`src/rtl/mrs_ram.sv`:
```
module mrs_ram #(
    parameter int WIDTH = 8,
    parameter int DEPTH = 256,
    parameter int AW    = (DEPTH > 1) ? $clog2(DEPTH) : 1
) (
    input  logic             i_clk,
    input  logic             i_we,
    input  logic [AW-1:0]    i_waddr,
    input  logic [WIDTH-1:0] i_wdata,
    input  logic [AW-1:0]    i_raddr,
    output logic [WIDTH-1:0] o_rdata
);

    logic [WIDTH-1:0] r_mem [DEPTH];

    // one write port, registered read port
    always_ff @(posedge i_clk) begin
        if (i_we) begin
            r_mem[i_waddr] <= i_wdata;
        end
        o_rdata <= r_mem[i_raddr];
    end

endmodule

```
`config.mk`:
```
export PLATFORM = sky130hd
export DESIGN_NAME = mrs_ram
export DESIGN_NICKNAME = d
export VERILOG_FILES = /design/src/rtl/mrs_ram.sv
export SDC_FILE = /design/constraint.sdc
export NUM_CORES = 2
export LEC_CHECK = 0
export BUFFER_PORTS_ARGS = -buffer_cell sky130_fd_sc_hd__buf_2
export CORE_AREA = 10 10 361 363
export CTS_BUF_LIST = sky130_fd_sc_hd__clkbuf_2
export DETAILED_ROUTE_END_ITERATION = 10
export DIE_AREA = 0 0 371 373
export PLACE_DENSITY_LB_ADDON = 0.05
export SYNTH_ARGS = -nofsm -noshare
export SYNTH_HDL_FRONTEND = slang
export SYNTH_SLANG_ARGS = --single-unit
```
`constraint.sdc`:
```
create_clock -name i_clk -period 2.54 [get_ports i_clk]
set_input_delay 0.254 -clock i_clk [delete_from_list [all_inputs] [get_ports i_clk]]
set_output_delay 0.254 -clock i_clk [all_outputs]
set_load 0.03 [all_outputs]
```
# Word-level counts from Yosys, hierarchy flattened
# Memories as Yosys holds them, arrays and structs flattened. A register that Yosys moved wholly into a read port is not among the register bits.
# Cells that the tools add are included.
# classes
muxes,2
# op_table
cell,count
1-bit 2-to-1 mux,2
# word_totals
ramBits,2048
out_inout_bits,8
register_bits,0
n_memories,1
elab_cells,3
input_bits,26
# mem_list
name,depth,width,read_ports,rd_clocked_by_memory_dff,wr,line,text
r_mem,256,8,1,1,1,14,logic [WIDTH-1:0] r_mem [DEPTH];

# Depth between registers and ports, before layout
# logic_depth
ltp_word,2
ltp_mapped,11
mapped_depth_nobuf,6

# Worst setup path before layout
# No wires, ideal clock.
# synth_timing
kind,input port to flip-flop
start,input port i_raddr[0]
end,"register o_rdata[2], read port of r_mem"
required_time_ns,2.409
slack_ns,0.348
setup_time_ns,0.131
arrival_time_ns,2.061
stages,9
path_buffers,4
cell_sequence,buf_6 > buf_12 > buf_8 > buf_2 > mux4_2 > a22oi_1 > a21oi_1 > nor4_1 > nor4_2
# synth_rtl
element,line,text
from (decl),10,"input logic [AW-1:0] i_raddr,"
to (decl),11,output logic [WIDTH-1:0] o_rdata

# Final worst setup path
# layout_timing
start,input port i_waddr[4]
end,memory r_mem[242][5] (enable)
# layout_rtl
element,line,text
from (decl),8,"input logic [AW-1:0] i_waddr,"
to (decl),14,
# Straight into the memory's write port.

==> impl_metrics.ini <==
[outcome]
status = complete, but fails checks
violations_in_the_final_reports = setup timing

[drt]
drt-total-wl_mm = 202.1
drt-initial-drc-count = 5690
routed_via_density = 6.464
drtAntennaViolNets = 0
drcViolationCount = 0
drt_first_pass_iters = 8
wl_per_cell_um = 29.81
via_count = 43810

[setup_path]
critical_path.reg2reg.startpoint = r_mem[51][1]
critPathCaptureType = flip-flop
setup.worst_path.start = i_waddr[4]
crit_path_start_kind = input port
maximum_fanout_along_the_worst_path = 16
setup.reg_to_reg.worst_slack_ps = 60
required_time_at_the_endpoint_of_the_critical_path_ps = 4020
critical_path_arrival_ps = 4190
crit_type = input port to flip-flop

[die]
fp.dieW_um = 371
floorplan.die.height_um = 373
core_area_sq_um = 123000
number_of_placed_i_o_pins = 34
dieArea_sq_um = 138400
initial_utilization_pct = 64.68
std_cell_rows = 129

[timing]
timing.slew.headroom_pct = 24.63
max_freq_mhz = 369.5
final.period_utilization_pct = 106.5
finalHoldViolations = 0
finalMaxSlewViolations = 0
finClkSkew_ps = 175.2
postLayoutSetupSlackWorst_ps = -166.2
setup_viol_count_final = 91
min_period_ps = 2706
grt_setup_unrepaired = true
actual_slew_at_the_worst_max_slew_pin_ps = 1130

[synthesis]
synth_enable_flop_cells = 2048
synth_flop_cell = edfxtp_1
synth_seq_cells = 2056
yosys_warnings = 0
mean_area_per_synthesized_cell_sq_um = 21.31
async_reset_ff_share_pct = 0
number_of_nets_in_the_synthesized_netlist = 3759
syn-instance-count = 3733
synth_seq_area_share_pct = 77.50
netlist_area_sq_um = 79560
synth.lib_cells_used.distinct = 55

[grt]
grt_start_max_net_pins = 110
global_route.peak_usage_layer = met2
met2_usage_pct = 45.56
grt_pass1_wl_mm = 296.3
track_usage_pct = 29.48
grt_pass1_vias = 44890
use_met1_pct = 40.23
met3_usage_pct = 8.168
grt_antenna_before_repair = 10
globalRoute.totalOverflow = 0

[clock_network]
clk_latency_ps = 1780
clk_transition_reported_paths_ps = 120
clock_path_buffers = 4
tritoncts = built
sink_count = 2056
cts_post_setup_buffers_inserted = 0
clk_tree_root_cell = clkbuf_2
numCtsBuffers = 484
cts_max_level = 5

[place]
portBuffers = 33
dp_slack_ps = -819.4
place.detailed.instances = 5825
detailed_place_hpwl_mm = 129.4
gpl.final_weighted_congestion = 0.9221

[final_layout]
layout.cells.most_common = edfxtp_1
layout.cells.non_filler = 6778
area_delta_synth_final_pct = 15.22
commonest_cells_after_routing_fill_and_taps_aside = edfxtp_1 (2048), clkbuf_2 (685), buf_4 (578)
design.final.nets = 4776
drive_above_1_share_pct = 37.10

[pwr]
power_leakage_uw = 0.03072
vdd_ir_drop_max_mv = 0.4776
power-per-cell-area_nw_per_um2 = 673.2

[flow_run]
max_cap_violations = 0

[worst_hold_path]
min-delay-start = i_raddr[2]
timing.hold.worst.class = input port to flip-flop
-- report_power, final --
part	switching [uW]	internal, uW	leakage, uW
logic	2410	1660	0.00903
registers	76.8	37300	0.0185
clock network	12600	7580	0.00322
total	15100	46600	0.0307
-- layout make-up --
type | count | area, sq um
sequential | 2056 | 61690
fill | 7196 | 31330
multi-input combinational | 1442 | 16590
timing repair buffer | 764 | 7079
clock buffer | 685 | 3428
tap | 1637 | 2048
clock inverter | 183 | 797.0
antenna | 9 | 22.52
inverter | 2 | 7.507
-- synthesized netlist by cell type, types with 3 or more instances --
cell	n	area (sq um)
a211oi_1	16	120.1
a21oi_1	96	480.5
a221oi_1	13	113.9
a22o_1	8	70.07
a22oi_1	133	998.5
and2_1	6	37.54
buf_1	22	82.58
buf_12	8	160.2
buf_2	31	155.2
buf_4	27	202.7
buf_6	21	236.5
buf_8	13	195.2
clkbuf_1	111	416.7
dfxtp_1	8	160.2
edfxtp_1	2048	61500
mux2i_1	134	1341
mux4_2	454	10220
nand2_1	33	123.9
nand2b_1	8	50.05
nand3_1	34	170.2
nand4_1	10	62.56
nor2_1	282	1059
nor2b_1	31	193.9
nor3_1	22	110.1
nor4_1	24	150.1
nor4_2	3	37.54
o211ai_1	10	75.07
o21ai_0	10	50.05
o221ai_1	46	402.9
o22a_1	5	43.79
o22ai_1	28	175.2
o32ai_1	4	35.03
or2_2	4	25.02
-- metrics by stage --
stage | total power (uW) | cell area, sq um | TNS [ps] | util (%) | hold slack, ps
floorplan | 40010 | 79560 | 0 | - | 352.9
global placement | 41940 | 86340 | -4521 | 70.20 | 721.9
detailed placement | 42050 | 86340 | -4650 | 70.20 | 739.8
CTS | 62120 | 91620 | -4060 | 74.49 | 0.2478
global route | 64210 | 91650 | -1563 | 74.52 | 61.40
finish | 61710 | 91660 | -4124 | 74.53 | 243.4
-- cell families after synthesis --
kind of cell    Yosys count  synth area share, %
simple gates            466                2.628
buf+inv                 235                1.831
mux                     591                14.62
flops                  2056                77.50
compound gates          385                3.419
-- critical path, stage by stage --
cell and delay, ps:
dlygate4sd3_1 520, buf_2 140, dlygate4sd3_1 880, nand4_1 130, dlygate4sd3_1 590, buf_4 150
dlygate4sd3_1 910, nor2_1 370, buf_4 220
-- what timing repair did --
action                                 in CTS  in global routing
hold buffers                               79                  1
gates resized for setup                    43                 10
endpoints found under the hold margin    4104                139
setup endpoints to repair                  14                100
pin swaps                                   1                  2
-- state kept, by name, indices dropped and copies added (netlist names) --
| signal | cells |
|---|---|
| o_rdata | 8 |
| r_mem | 2048 |
-- metal layers --
metal | share of wire, % | wire length (um) | vias up
met4 | 3.4 | 6845 | 10
met2 | 48 | 97840 | 2917
li1 | - | - | 18090
met5 | 0.031 | 62 | -
met1 | 37 | 73860 | 22380
met3 | 12 | 23460 | 414
-- final timing paths --
| kind | depth (start not counted) | to |
|---|---|---|
| worst max-delay path | 9 | r_mem[242][5] |
| worst min-delay path | 9 | o_rdata[0] |
| worst max register to register | 7 | o_rdata[1] |
| worst min register to register | 6 | o_rdata[0] |
(Power assumes the default switching activity.)
